`src/sha1_byte_stream_hash_assert.svh`:
```
// ----------------------------------------------------------------------------
// SHA-1 byte stream hash: assertion macros
// Concurrent assertion shorthands shared by the hash block.
// ----------------------------------------------------------------------------
`ifndef SHA1_BYTE_STREAM_HASH_ASSERT_SVH
`define SHA1_BYTE_STREAM_HASH_ASSERT_SVH

// same-cycle implication, held off during reset
`define SHA1BS_ASSERT_NOW(lbl, clk, rstn, pre, post) \
  lbl: assert property (@(posedge clk) disable iff (!rstn) (pre) |-> (post)) \
    else $error("sha1bs assertion failed");

// next-cycle implication, held off during reset
`define SHA1BS_ASSERT_NEXT(lbl, clk, rstn, pre, post) \
  lbl: assert property (@(posedge clk) disable iff (!rstn) (pre) |=> (post)) \
    else $error("sha1bs assertion failed");

`endif

```
`src/sha1bs_pkg.sv`:
```
// ----------------------------------------------------------------------------
// SHA-1 byte stream hash package
// Types, command and status structs and constants shared by the hash block.
// ----------------------------------------------------------------------------
`default_nettype none

package sha1bs_pkg;

  typedef logic [31:0]      word_t;
  typedef logic [4:0][31:0] chain_t;

  localparam chain_t ChainIv = {32'hC3D2E1F0, 32'h10325476, 32'h98BADCFE,
                                32'hEFCDAB89, 32'h67452301};

  localparam word_t RoundK0 = 32'h5A827999;
  localparam word_t RoundK1 = 32'h6ED9EBA1;
  localparam word_t RoundK2 = 32'h8F1BBCDC;
  localparam word_t RoundK3 = 32'hCA62C1D6;

  localparam logic [7:0] PadByte     = 8'h80;
  localparam logic [5:0] LengthFill  = 6'd56;
  localparam logic [6:0] RoundLast   = 7'd79;
  localparam logic [2:0] LastWordIdx = 3'd4;

  // source of the byte shifted into the block buffer
  typedef logic [1:0] byte_sel_t;
  localparam byte_sel_t SelData = 2'd0;
  localparam byte_sel_t SelPad  = 2'd1;
  localparam byte_sel_t SelZero = 2'd2;
  localparam byte_sel_t SelLen  = 2'd3;

  typedef struct packed {
    logic      load_byte;
    byte_sel_t byte_sel;
    logic      count_msg;
    logic      comp_init;
    logic      round_en;
    logic      comp_add;
    logic      finish;
  } dp_cmd_t;

  typedef struct packed {
    logic fill_last;
    logic fill_at_len;
    logic round_last;
  } dp_status_t;

endpackage

`default_nettype wire

```
`src/sha1_byte_stream_hash.sv`:
```
// ----------------------------------------------------------------------------
// SHA-1 byte stream hash
// Hashes a byte stream into a 160-bit SHA-1 digest, five words per message.
// ----------------------------------------------------------------------------
//  channel  handshake               payload
//  in       in_valid_i/in_ready_o   data_byte_i, has_byte_i, end_of_message_i
//  out      out_valid_o/out_ready_i digest_word_o, word_index_o, last_word_o
//
//  An item that does not complete a block is shifted into the buffer; one that
//  fills a 64-byte block starts a compression (load, init, 80 rounds, chaining
//  add) and the input is held until it ends. An end item adds padding (0x80,
//  zero fill, 64-bit length) byte by byte, with one or two compressions.
//  The digest sits in its own buffer, so the next message is taken while it
//  drains; a stalled output only blocks once the next message finishes.
//  Reset brings the chaining words to the SHA-1 initial values at once.
// ----------------------------------------------------------------------------
`default_nettype none
`include "sha1_byte_stream_hash_assert.svh"

module sha1_byte_stream_hash import sha1bs_pkg::*; (
  input  logic        clk_i,
  input  logic        rst_ni,
  input  logic        in_valid_i,
  output logic        in_ready_o,
  input  logic [7:0]  data_byte_i,
  input  logic        has_byte_i,
  input  logic        end_of_message_i,
  output logic        out_valid_o,
  input  logic        out_ready_i,
  output logic [31:0] digest_word_o,
  output logic [2:0]  word_index_o,
  output logic        last_word_o
);

  dp_cmd_t    dp_cmd;
  dp_status_t dp_status;
  chain_t     chain;
  logic       obuf_load;
  logic       obuf_busy;

  sha1bs_ctrl u_ctrl (
    .clk_i            (clk_i),
    .rst_ni           (rst_ni),
    .in_valid_i       (in_valid_i),
    .in_ready_o       (in_ready_o),
    .has_byte_i       (has_byte_i),
    .end_of_message_i (end_of_message_i),
    .status_i         (dp_status),
    .obuf_busy_i      (obuf_busy),
    .cmd_o            (dp_cmd),
    .obuf_load_o      (obuf_load)
  );

  sha1bs_datapath u_datapath (
    .clk_i       (clk_i),
    .rst_ni      (rst_ni),
    .cmd_i       (dp_cmd),
    .data_byte_i (data_byte_i),
    .status_o    (dp_status),
    .chain_o     (chain)
  );

  sha1bs_outbuf u_outbuf (
    .clk_i         (clk_i),
    .rst_ni        (rst_ni),
    .load_i        (obuf_load),
    .chain_i       (chain),
    .out_ready_i   (out_ready_i),
    .out_valid_o   (out_valid_o),
    .digest_word_o (digest_word_o),
    .word_index_o  (word_index_o),
    .last_word_o   (last_word_o),
    .busy_o        (obuf_busy)
  );

  `SHA1BS_ASSERT_NEXT(a_load_starts_word0, clk_i, rst_ni, obuf_load,
                      out_valid_o && (word_index_o == 3'd0))
  `SHA1BS_ASSERT_NEXT(a_last_drains, clk_i, rst_ni,
                      out_valid_o && out_ready_i && last_word_o, !out_valid_o)
  `SHA1BS_ASSERT_NOW(a_no_load_over_busy, clk_i, rst_ni, obuf_load, !obuf_busy)

endmodule

`default_nettype wire

```
`src/sha1bs_ctrl.sv`:
```
// ----------------------------------------------------------------------------
// SHA-1 byte stream hash controller
// Sequences byte loading, padding, the 80 rounds and the digest hand-over.
// ----------------------------------------------------------------------------
`default_nettype none

module sha1bs_ctrl import sha1bs_pkg::*; (
  input  logic       clk_i,
  input  logic       rst_ni,
  input  logic       in_valid_i,
  output logic       in_ready_o,
  input  logic       has_byte_i,
  input  logic       end_of_message_i,
  input  dp_status_t status_i,
  input  logic       obuf_busy_i,
  output dp_cmd_t    cmd_o,
  output logic       obuf_load_o
);

  localparam logic [2:0] S_IDLE   = 3'd0;
  localparam logic [2:0] S_PAD80  = 3'd1;
  localparam logic [2:0] S_ZERO   = 3'd2;
  localparam logic [2:0] S_LEN    = 3'd3;
  localparam logic [2:0] S_CINIT  = 3'd4;
  localparam logic [2:0] S_ROUND  = 3'd5;
  localparam logic [2:0] S_CADD   = 3'd6;
  localparam logic [2:0] S_FINISH = 3'd7;

  logic [2:0] state_q, state_d;
  logic [2:0] ret_q, ret_d;
  logic       accept;

  assign in_ready_o = (state_q == S_IDLE);
  assign accept     = in_valid_i && in_ready_o;

  always_comb begin
    state_d     = state_q;
    ret_d       = ret_q;
    cmd_o       = '0;
    obuf_load_o = 1'b0;
    case (state_q)
      S_IDLE: begin
        cmd_o.byte_sel = SelData;
        if (accept) begin
          cmd_o.load_byte = has_byte_i;
          cmd_o.count_msg = has_byte_i;
          if (has_byte_i && status_i.fill_last) begin
            state_d = S_CINIT;
            ret_d   = end_of_message_i ? S_PAD80 : S_IDLE;
          end else if (end_of_message_i) begin
            state_d = S_PAD80;
          end
        end
      end
      S_PAD80: begin
        cmd_o.load_byte = 1'b1;
        cmd_o.byte_sel  = SelPad;
        if (status_i.fill_last) begin
          state_d = S_CINIT;
          ret_d   = S_ZERO;
        end else begin
          state_d = S_ZERO;
        end
      end
      S_ZERO: begin
        cmd_o.byte_sel = SelZero;
        if (status_i.fill_at_len) begin
          state_d = S_LEN;
        end else begin
          cmd_o.load_byte = 1'b1;
          if (status_i.fill_last) begin
            state_d = S_CINIT;
            ret_d   = S_ZERO;
          end
        end
      end
      S_LEN: begin
        cmd_o.load_byte = 1'b1;
        cmd_o.byte_sel  = SelLen;
        if (status_i.fill_last) begin
          state_d = S_CINIT;
          ret_d   = S_FINISH;
        end
      end
      S_CINIT: begin
        cmd_o.comp_init = 1'b1;
        state_d         = S_ROUND;
      end
      S_ROUND: begin
        cmd_o.round_en = 1'b1;
        if (status_i.round_last) begin
          state_d = S_CADD;
        end
      end
      S_CADD: begin
        cmd_o.comp_add = 1'b1;
        state_d        = ret_q;
      end
      S_FINISH: begin
        // hold until the previous digest has been drained
        if (!obuf_busy_i) begin
          cmd_o.finish = 1'b1;
          obuf_load_o  = 1'b1;
          state_d      = S_IDLE;
        end
      end
      default: begin
        state_d = S_IDLE;
      end
    endcase
  end

  always_ff @(posedge clk_i or negedge rst_ni) begin
    if (!rst_ni) begin
      state_q <= S_IDLE;
      ret_q   <= S_IDLE;
    end else begin
      state_q <= state_d;
      ret_q   <= ret_d;
    end
  end

endmodule

`default_nettype wire

```
`src/sha1bs_datapath.sv`:
```
// ----------------------------------------------------------------------------
// SHA-1 byte stream hash datapath
// Block buffer and schedule window, round unit, chaining words and length.
// ----------------------------------------------------------------------------
`default_nettype none

module sha1bs_datapath import sha1bs_pkg::*; (
  input  logic       clk_i,
  input  logic       rst_ni,
  input  dp_cmd_t    cmd_i,
  input  logic [7:0] data_byte_i,
  output dp_status_t status_o,
  output chain_t     chain_o
);

  localparam logic [6:0] RoundEnd0 = 7'd20;
  localparam logic [6:0] RoundEnd1 = 7'd40;
  localparam logic [6:0] RoundEnd2 = 7'd60;

  function automatic word_t rotl(word_t x, int unsigned n);
    return (x << n) | (x >> (32 - n));
  endfunction

  chain_t           chain_q;
  chain_t           work_q;   // a..e at indices 0..4
  logic [15:0][31:0] win_q;   // index 0 is the oldest word
  logic [5:0]       fill_q;
  logic [60:0]      msg_q;
  logic [6:0]       round_q;

  logic [63:0] len_bits;
  logic [7:0]  byte_in;
  word_t       f_val, k_val, tmp_val, sched_new;

  assign len_bits = {msg_q, 3'b000};

  always_comb begin
    case (cmd_i.byte_sel)
      SelData: byte_in = data_byte_i;
      SelPad:  byte_in = PadByte;
      SelZero: byte_in = 8'h00;
      SelLen:  byte_in = len_bits[{~fill_q[2:0], 3'b000} +: 8];
      default: byte_in = 8'h00;
    endcase
  end

  always_comb begin
    if (round_q < RoundEnd0) begin
      f_val = (work_q[1] & work_q[2]) | (~work_q[1] & work_q[3]);
      k_val = RoundK0;
    end else if (round_q < RoundEnd1) begin
      f_val = work_q[1] ^ work_q[2] ^ work_q[3];
      k_val = RoundK1;
    end else if (round_q < RoundEnd2) begin
      f_val = (work_q[1] & work_q[2]) | (work_q[1] & work_q[3]) |
              (work_q[2] & work_q[3]);
      k_val = RoundK2;
    end else begin
      f_val = work_q[1] ^ work_q[2] ^ work_q[3];
      k_val = RoundK3;
    end
  end

  assign tmp_val   = rotl(work_q[0], 5) + f_val + work_q[4] + k_val + win_q[0];
  assign sched_new = rotl(win_q[13] ^ win_q[8] ^ win_q[2] ^ win_q[0], 1);

  always_ff @(posedge clk_i or negedge rst_ni) begin
    if (!rst_ni) begin
      chain_q <= ChainIv;
      work_q  <= '0;
      fill_q  <= '0;
      msg_q   <= '0;
      round_q <= '0;
    end else begin
      if (cmd_i.load_byte) begin
        fill_q <= fill_q + 6'd1;
      end
      if (cmd_i.comp_init) begin
        work_q  <= chain_q;
        round_q <= '0;
      end else if (cmd_i.round_en) begin
        work_q  <= {work_q[3], work_q[2], rotl(work_q[1], 30), work_q[0], tmp_val};
        round_q <= round_q + 7'd1;
      end
      if (cmd_i.finish) begin
        chain_q <= ChainIv;
        msg_q   <= '0;
      end else begin
        if (cmd_i.count_msg) begin
          msg_q <= msg_q + 61'd1;
        end
        if (cmd_i.comp_add) begin
          for (int i = 0; i < 5; i++) begin
            chain_q[i] <= chain_q[i] + work_q[i];
          end
        end
      end
    end
  end

  // block buffer: bytes shift in big-endian, rounds shift whole words
  always_ff @(posedge clk_i) begin
    if (cmd_i.load_byte) begin
      for (int i = 0; i < 15; i++) begin
        win_q[i] <= {win_q[i][23:0], win_q[i+1][31:24]};
      end
      win_q[15] <= {win_q[15][23:0], byte_in};
    end else if (cmd_i.round_en) begin
      for (int i = 0; i < 15; i++) begin
        win_q[i] <= win_q[i+1];
      end
      win_q[15] <= sched_new;
    end
  end

  assign status_o.fill_last   = &fill_q;
  assign status_o.fill_at_len = (fill_q == LengthFill);
  assign status_o.round_last  = (round_q == RoundLast);
  assign chain_o              = chain_q;

endmodule

`default_nettype wire

```
`src/sha1bs_outbuf.sv`:
```
// ----------------------------------------------------------------------------
// SHA-1 byte stream hash output buffer
// Holds a finished digest and hands it out one word per transfer.
// ----------------------------------------------------------------------------
`default_nettype none

module sha1bs_outbuf import sha1bs_pkg::*; (
  input  logic        clk_i,
  input  logic        rst_ni,
  input  logic        load_i,
  input  chain_t      chain_i,
  input  logic        out_ready_i,
  output logic        out_valid_o,
  output logic [31:0] digest_word_o,
  output logic [2:0]  word_index_o,
  output logic        last_word_o,
  output logic        busy_o
);

  chain_t     digest_q;
  logic       valid_q;
  logic [2:0] idx_q;
  logic       xfer;

  assign xfer = valid_q && out_ready_i;

  always_ff @(posedge clk_i or negedge rst_ni) begin
    if (!rst_ni) begin
      valid_q <= 1'b0;
      idx_q   <= '0;
    end else if (load_i) begin
      valid_q <= 1'b1;
      idx_q   <= '0;
    end else if (xfer) begin
      if (idx_q == LastWordIdx) begin
        valid_q <= 1'b0;
      end
      idx_q <= idx_q + 3'd1;
    end
  end

  // advance to the next word after each transfer
  always_ff @(posedge clk_i) begin
    if (load_i) begin
      digest_q <= chain_i;
    end else if (xfer) begin
      digest_q <= digest_q >> 32;
    end
  end

  assign out_valid_o   = valid_q;
  assign digest_word_o = digest_q[0];
  assign word_index_o  = idx_q;
  assign last_word_o   = (idx_q == LastWordIdx);
  assign busy_o        = valid_q;

endmodule

`default_nettype wire

```
`config.mk`:
```
export PLATFORM = sky130hd
export DESIGN_NAME = sha1_byte_stream_hash
export DESIGN_NICKNAME = d
export VERILOG_FILES = /design/src/sha1bs_pkg.sv /design/src/sha1_byte_stream_hash.sv /design/src/sha1bs_ctrl.sv /design/src/sha1bs_datapath.sv /design/src/sha1bs_outbuf.sv
export VERILOG_INCLUDE_DIRS = /design/src /design/src/src
export SDC_FILE = /design/constraint.sdc
export NUM_CORES = 2
export LEC_CHECK = 0
export BUFFER_PORTS_ARGS = -buffer_cell sky130_fd_sc_hd__buf_2
export CAP_MARGIN = 40
export CORE_MARGIN = 4
export CORE_UTILIZATION = 45
export DETAILED_ROUTE_END_ITERATION = 8
export SLEW_MARGIN = 25
export SYNTH_ARGS = -nofsm -noshare
export SYNTH_HDL_FRONTEND = slang
export SYNTH_SLANG_ARGS = --single-unit
```
`constraint.sdc`:
```
create_clock -name clk_i -period 37.6 [get_ports clk_i]
set_input_delay 7.52 -clock clk_i [delete_from_list [all_inputs] [get_ports clk_i]]
set_output_delay 7.52 -clock clk_i [all_outputs]
set_load 0.01 [all_outputs]
```
==> Word level (Yosys, flattened, before mapping) <==
Index checks and enable logic that the tools add are counted.
{ "op_classes": {"bitwise_logic": 17, "n_eq_ne": 20, "n_addsub": 13, "n_shift": 1, "n_reduce_logical": 16, "mux": 49, "order_cmp": 3} }
{ "op_table": {"columns": ["operator", "n"], "rows": [
  ["512-bit 2-to-1 mux", 2],
  ["160-bit 2-to-1 mux", 6],
  ["32-bit adder", 9],
  ["32-bit 2-to-1 mux", 5],
  ["32-bit XOR", 5],
  ["32-bit bitwise AND", 4],
  ["61-bit 2-to-1 mux", 2],
  ["32-bit bitwise OR", 3],
  ["64-bit by 7-bit variable part select with 8-bit output", 1],
  ["61-bit by 1-bit adder with 61-bit output (second input constant)", 1],
  ["3-bit 2-to-1 mux", 15],
  ["32-bit NOT", 1],
  ["32-bit by 1-bit bitwise OR with 32-bit output", 1],
  ["32-bit by 30-bit bitwise OR with 32-bit output", 1],
  ["32-bit by 5-bit bitwise OR with 32-bit output", 1],
  ["8-bit case mux with 4 select lines", 1],
  ["31-bit 2-to-1 mux", 1],
  ["3-bit case mux with 4 select lines", 2],
  ["3-bit case mux with 8 select lines", 1],
  ["3-bit equality test (second input constant)", 5],
  ["7-bit by 6-bit < comparator with 1-bit output (second input constant)", 2],
  ["7-bit 2-to-1 mux", 2],
  ["1-bit 2-to-1 mux", 12],
  ["2-bit nonzero test", 6],
  ["22 further kinds", 30]
]} }
{ "word_totals": {"inputBits": 14, "out_inout_bits": 38, "elab_cells": 157, "reg_bits": 1076} }

==> Longest topological paths before layout <==
{ "logic_depth": {"ltp_word": 12, "mapped_depth": 26, "depth_no_buf": 24} }

==> Cells and area by module <==
Synthesis repeated with hierarchy kept, for this count alone.
{ "hier_totals": {"hier_cells": 4981, "area_unflattened_um2": 60058.9} }
{ "modules_own_cells": {"columns": ["module", "area_per_inst_um2", "n_inst", "cells_per_inst", "seq_area_each_um2"], "rows": [
  ["sha1bs_datapath", 52474.1, 1, 4527, 25334.3],
  ["sha1bs_outbuf", 7095.6, 1, 393, 4904.7],
  ["sha1bs_ctrl", 489.2, 1, 61, 150.1]
]} }

==> Worst setup path before layout <==
OpenSTA, ideal clock, no wires.
{ "synth_path": {"kind": "input port to flip-flop", "start": "input port has_byte_i", "end": "register u_datapath.win_q[0] (netlist name) (enable)", "arrival_time_ns": 16.822, "n_path_buf": 3, "setup_ns": 3.655, "required_time_ns": 33.945, "stages": 6, "path_slack_ns": 17.123, "path_cell_list": "and3_1 buf_2 nor2_1 clkbuf_1 clkbuf_1 nand2_1"} }
{ "synth_via": {"elab_chain_cells": 3} }
{ "synth_lines": {"columns": ["element", "line", "text"], "rows": [
  ["start, declared", "sha1_byte_stream_hash.sv:26", "input logic has_byte_i,"],
  ["1-bit 2-to-1 mux", "sha1bs_ctrl.sv:44", "if (accept) begin"],
  ["3-bit case mux with 4 select lines", "sha1bs_ctrl.sv:41", "case (state_q)"],
  ["2-bit nonzero test (no line)", null, null],
  ["end signal, assigned by index", "sha1bs_datapath.sv:105", "win_q[i] <= {win_q[i][23:0], win_q[i+1][31:24]};"],
  ["end signal, assigned by index", "sha1bs_datapath.sv:110", "win_q[i] <= win_q[i+1];"],
  ["end, declared", "sha1bs_datapath.sv:26", "logic [15:0][31:0] win_q;"]
]} }
No other way between the ends.
A chain may end at the register's enable or synchronous reset.

==> Worst setup path in the final report <==
{ "layout_path": {"start": "input port in_valid_i", "end": "register u_datapath.win_q[508] (netlist name) (data pin)"} }
{ "layout_via": {"elab_chain_cells": 4} }
{ "layout_lines": {"columns": ["element", "line", "text"], "rows": [
  ["start, declared", "sha1_byte_stream_hash.sv:23", "input logic in_valid_i,"],
  ["1-bit logical AND", "sha1bs_ctrl.sv:34", "assign accept = in_valid_i && in_ready_o;"],
  ["1-bit 2-to-1 mux", "sha1bs_ctrl.sv:44", null],
  ["3-bit case mux with 4 select lines", "sha1bs_ctrl.sv:41", null],
  ["512-bit 2-to-1 mux", "sha1bs_datapath.sv:103", "if (cmd_i.load_byte) begin"]
]} }
No other way between the ends.

==> out/metrics.csv <==
metric;value;unit
FF-to-FF path depth;22;
first-pass GRT wire length;247.4;mm
sw frac;22.44;%
FF-to-FF setup slack;30.43;ns
CP endpoint kind;register;
ranking of synthesized cells by area;edfxtp_1 (34%), dfrtp_1 (13%), nand2_1 (13%);
Avg Synthesized Cell Area;9.540;µm²
number of synthesized flops with an enable pin;672;
Core Area;0.1320;mm²
Max Freq;98.98;MHz
Power Internal;0.001976;W
synthesized net count;6635;
Cells after Synth;6297;
H-tree lvl count;3;
worst path cell trace;buf_2 -> nand3_1 -> o21ai_4 -> buf_4 -> buf_12 -> buf_12 -> o21ai_0;
placed wire-length estimate;106.6;mm
dpl cell area;0.06190;mm²
CP Data Arrival Time;10.56;ns
RSZ-0062 raised after global routing;false;
met2 wire len;73.57;mm
Global Route Usage Sum;22.20;%
TritonCTS buffer count;118;
Seq pwr share;51.2;%
die span in x;373.4;µm
met3 WL;7.074;mm
final-layout fill cell count;12098;
DR iter-0 viols;3797;
routed wire length;157.3;mm
number of I/O pins;52;
Finished Core Util;50.01;%
worst path bufs/invs;4;
top layer used by detailed routing;met4;
Design Area, Final;0.06600;mm²
die area;0.1394;mm²
number of I/O port buffers;51;
met1 wire length;72.62;mm
Setup Skew;0.07058;ns
most frequent cells in the layout;nand2_1 (2,118), edfxtp_1 (672), nor2_1 (346);
Top FF cell, synth;edfxtp_1;
Slowest cell on crit path;buf_12;
Non-Filler Instances;8065;
status;completed;
Fin Setup TNS;0;ns
combinational share of power;2.7;%
ANT cells;0;
WP data required;38.06;ns
hold crit path type;register to register;
asr flop ratio synth;37.55;%
Startpoint Class;input port;
synth-to-layout area growth;9.868;%
Critical Path Max Stage Delay;0.66;ns
post-synth top area share;33.59;%
CP Class;input port to register;
CTS max path bufs;3;
vias in the first global route;42524;
sequential element share of the synthesized area;50.59;%
TritonCTS clock tree;done;
Post-CTS Setup Bufs;0;
post-synth top area cell;edfxtp_1;
xor and xnor fraction of the mapped netlist area;4.418;%
post-synthesis mux area share;3.499;%
later-pin clock latency in the skew report;0.77;ns
Rel. slew slack;28.40;%
clk sinks;1076;
Pre-antenna DRT Iters;5;
total gr overflow;0;
largest net degree at the start of global routing;247;
Vias/cell;5.460;
period utilization;26.87;%
Final nets;6544;
initial antenna violation count;0;
Pleak;30.16;nW
adder-cell share of the synthesized area;8.236;%
WL/cell;19.51;µm
actual slew at the worst max-slew pin;1.074;ns
clk root buf;clkbuf_16;
r2r startpoint;u_datapath.round_q[5]$_DFFE_PN0P_;
post-route antenna net violation count;0;
Clock Power Share;46.1;%
# rows;133;
clock-pin slew of the registers on the worst-case setup and hold paths;0.06;ns
post-synthesis cell area;0.06007;mm²
total of max-cap violations;0;
crit path to;u_datapath.win_q[508]$_DFFE_PP_;
Hold-fix buffers, CTS;0;
simple-gate share of the synthesized area;19.44;%
NetSw;0.0005717;W
DP Cell Count;7833;
DRC violations left;0;
worst-path fanout max;235;
compound-cell area share of the yosys netlist;10.17;%
Vias;44034;
final hold vios;0;
worst ir drop on vdd;0.04079;mV
CP Launch Point;in_valid_i;
largest family of logic cells by synthesized area;simple AND/OR/NAND/NOR gates;
Pwr Density;38.60;mW/mm²
max-slew violations;0;
die span in y;373.4;µm
total stage count of the critical path;7;
reg2reg end;u_datapath.work_q[30]$_DFFE_PN0P_;
gpl congestion;0.9044;
post-layout minimum cycle time;10.10;ns
warnings from Yosys;0;
commonest non-fill, non-tap cell in the layout;nand2_1;
Starting Density;45.52;%
CP most frequent cell;buf_12;
number of gates resized after CTS;0;
Synth Register Bits;1076;
layout cells sized above 1;6.910;%
Netlist cell types;89;
critical path's top delay family;buffers and inverters;
Final setup viols;0;
## logic make-up (layout without fill, tap and decap cells)
kind of cell | count (synthesis) | count (layout)
flops | 1076 | 1076
simple gates | 2870 | 2870
compound gates | 981 | 981
mux | 193 | 193
fa+ha+maj | 324 | 324
buf+inv | 550 | 563
xor+xnor | 303 | 303
## per-stage QoR
stage          worst slack (ns)  hold WS, ns  total power [W]
6_report                  27.50       0.4617         0.002548
5_1_grt                   27.31       0.4857         0.002638
4_1_cts                   27.62       0.4667         0.002580
3_5_place_dp              26.77       0.4560         0.001398
3_3_place_gp              25.93       0.4521         0.001396
2_1_floorplan             17.12       0.4337         0.001371
## worst register-to-register path, delay by kind of cell, from the launching register on
| family | cells | cell delay (ns) |
|---|---|---|
| AOI/OAI and AO/OA | 10 | 3.29 |
| buffers and inverters | 4 | 0.92 |
| and+or+nand+nor | 3 | 0.38 |
| DFF | 1 | 0.46 |
| adders and majority gates | 4 | 1.81 |
| muxes | 1 | 0.18 |
## per-layer routing
metal | track usage, % | vias to the layer above
met3 | 2.512 | 207
met4 | 6.407 | 0
met2 | 35.84 | 982
met1 | 31.75 | 21624
met5 | 0 | -
li1 | - | 21221
## cells in the mapped netlist (13+ instances only)
| library cell | n |
|---|---|
| dfstp_2 | 80 |
| xor2_1 | 114 |
| buf_1 | 22 |
| nand3_1 | 102 |
| nor3_1 | 36 |
| and2_1 | 57 |
| o211ai_1 | 47 |
| inv_1 | 221 |
| mux2i_1 | 174 |
| nand4_1 | 34 |
| a21oi_1 | 333 |
| or3_1 | 21 |
| a31oi_1 | 26 |
| o21ai_1 | 17 |
| mux4_2 | 13 |
| ha_1 | 205 |
| o31ai_1 | 14 |
| a221oi_1 | 17 |
| a21o_1 | 84 |
| a22oi_1 | 21 |
| fa_1 | 119 |
| o21ai_0 | 248 |
| nor2_1 | 351 |
| o21bai_1 | 23 |
| xnor2_1 | 189 |
| o21a_1 | 23 |
| buf_4 | 32 |
| nand2_1 | 2122 |
| edfxtp_1 | 672 |
| and3_1 | 36 |
| nor2b_1 | 38 |
| dfrtp_1 | 324 |
| a221o_1 | 15 |
| clkbuf_1 | 269 |
| nand2b_1 | 24 |
| a211oi_1 | 25 |
## power by group through the flow
stage	clock network, W	logic, W	registers (W)
2_1_floorplan	0	0.0000410	0.00133
3_3_place_gp	0	0.0000692	0.00133
3_5_place_dp	0	0.0000710	0.00133
4_1_cts	0.00121	0.0000710	0.00130
5_1_grt	0.00125	0.0000780	0.00131
6_report	0.00118	0.0000682	0.00130
## worst min-delay path by stage
stage,to,cells after the start,start,slack (ns)
floorplan,u_datapath.fill_q[5]$_DFFE_PN0P_,1,u_datapath.fill_q[5]$_DFFE_PN0P_,0.43
global placement,u_datapath.fill_q[5]$_DFFE_PN0P_,1,u_datapath.fill_q[5]$_DFFE_PN0P_,0.45
detailed placement,u_datapath.fill_q[5]$_DFFE_PN0P_,1,u_datapath.fill_q[5]$_DFFE_PN0P_,0.46
CTS,u_datapath.fill_q[5]$_DFFE_PN0P_,1,u_datapath.fill_q[5]$_DFFE_PN0P_,0.47
global route,u_datapath.fill_q[5]$_DFFE_PN0P_,1,u_datapath.fill_q[5]$_DFFE_PN0P_,0.49
finish,u_datapath.fill_q[5]$_DFFE_PN0P_,1,u_datapath.fill_q[5]$_DFFE_PN0P_,0.46
## state kept, by name, summed over array words and instances (netlist names)
name and count:
u_outbuf.word_index_o 3, u_ctrl.ret_q 3, u_datapath.round_q 7, u_datapath.work_q 160, u_datapath.fill_q 6, u_outbuf.busy_o 1, u_datapath.win_q 512, u_outbuf.digest_q 128
u_outbuf.digest_word_o 32, u_datapath.msg_q 61, u_ctrl.state_q 3, u_datapath.chain_o 160
## cell type report
| class | instances | area [µm²] | area share (%) |
|---|---|---|---|
| well taps | 1755 | 2196 | 3.327 |
| flip-flops and latches | 1076 | 30390 | 46.05 |
| clock inverters | 66 | 743.2 | 1.126 |
| multi-input cells | 4671 | 27590 | 41.80 |
| repair buffers | 115 | 1067 | 1.617 |
| clock buffers | 158 | 3173 | 4.808 |
| inverters | 224 | 840.8 | 1.274 |
Power figures use the tool's default switching activity.
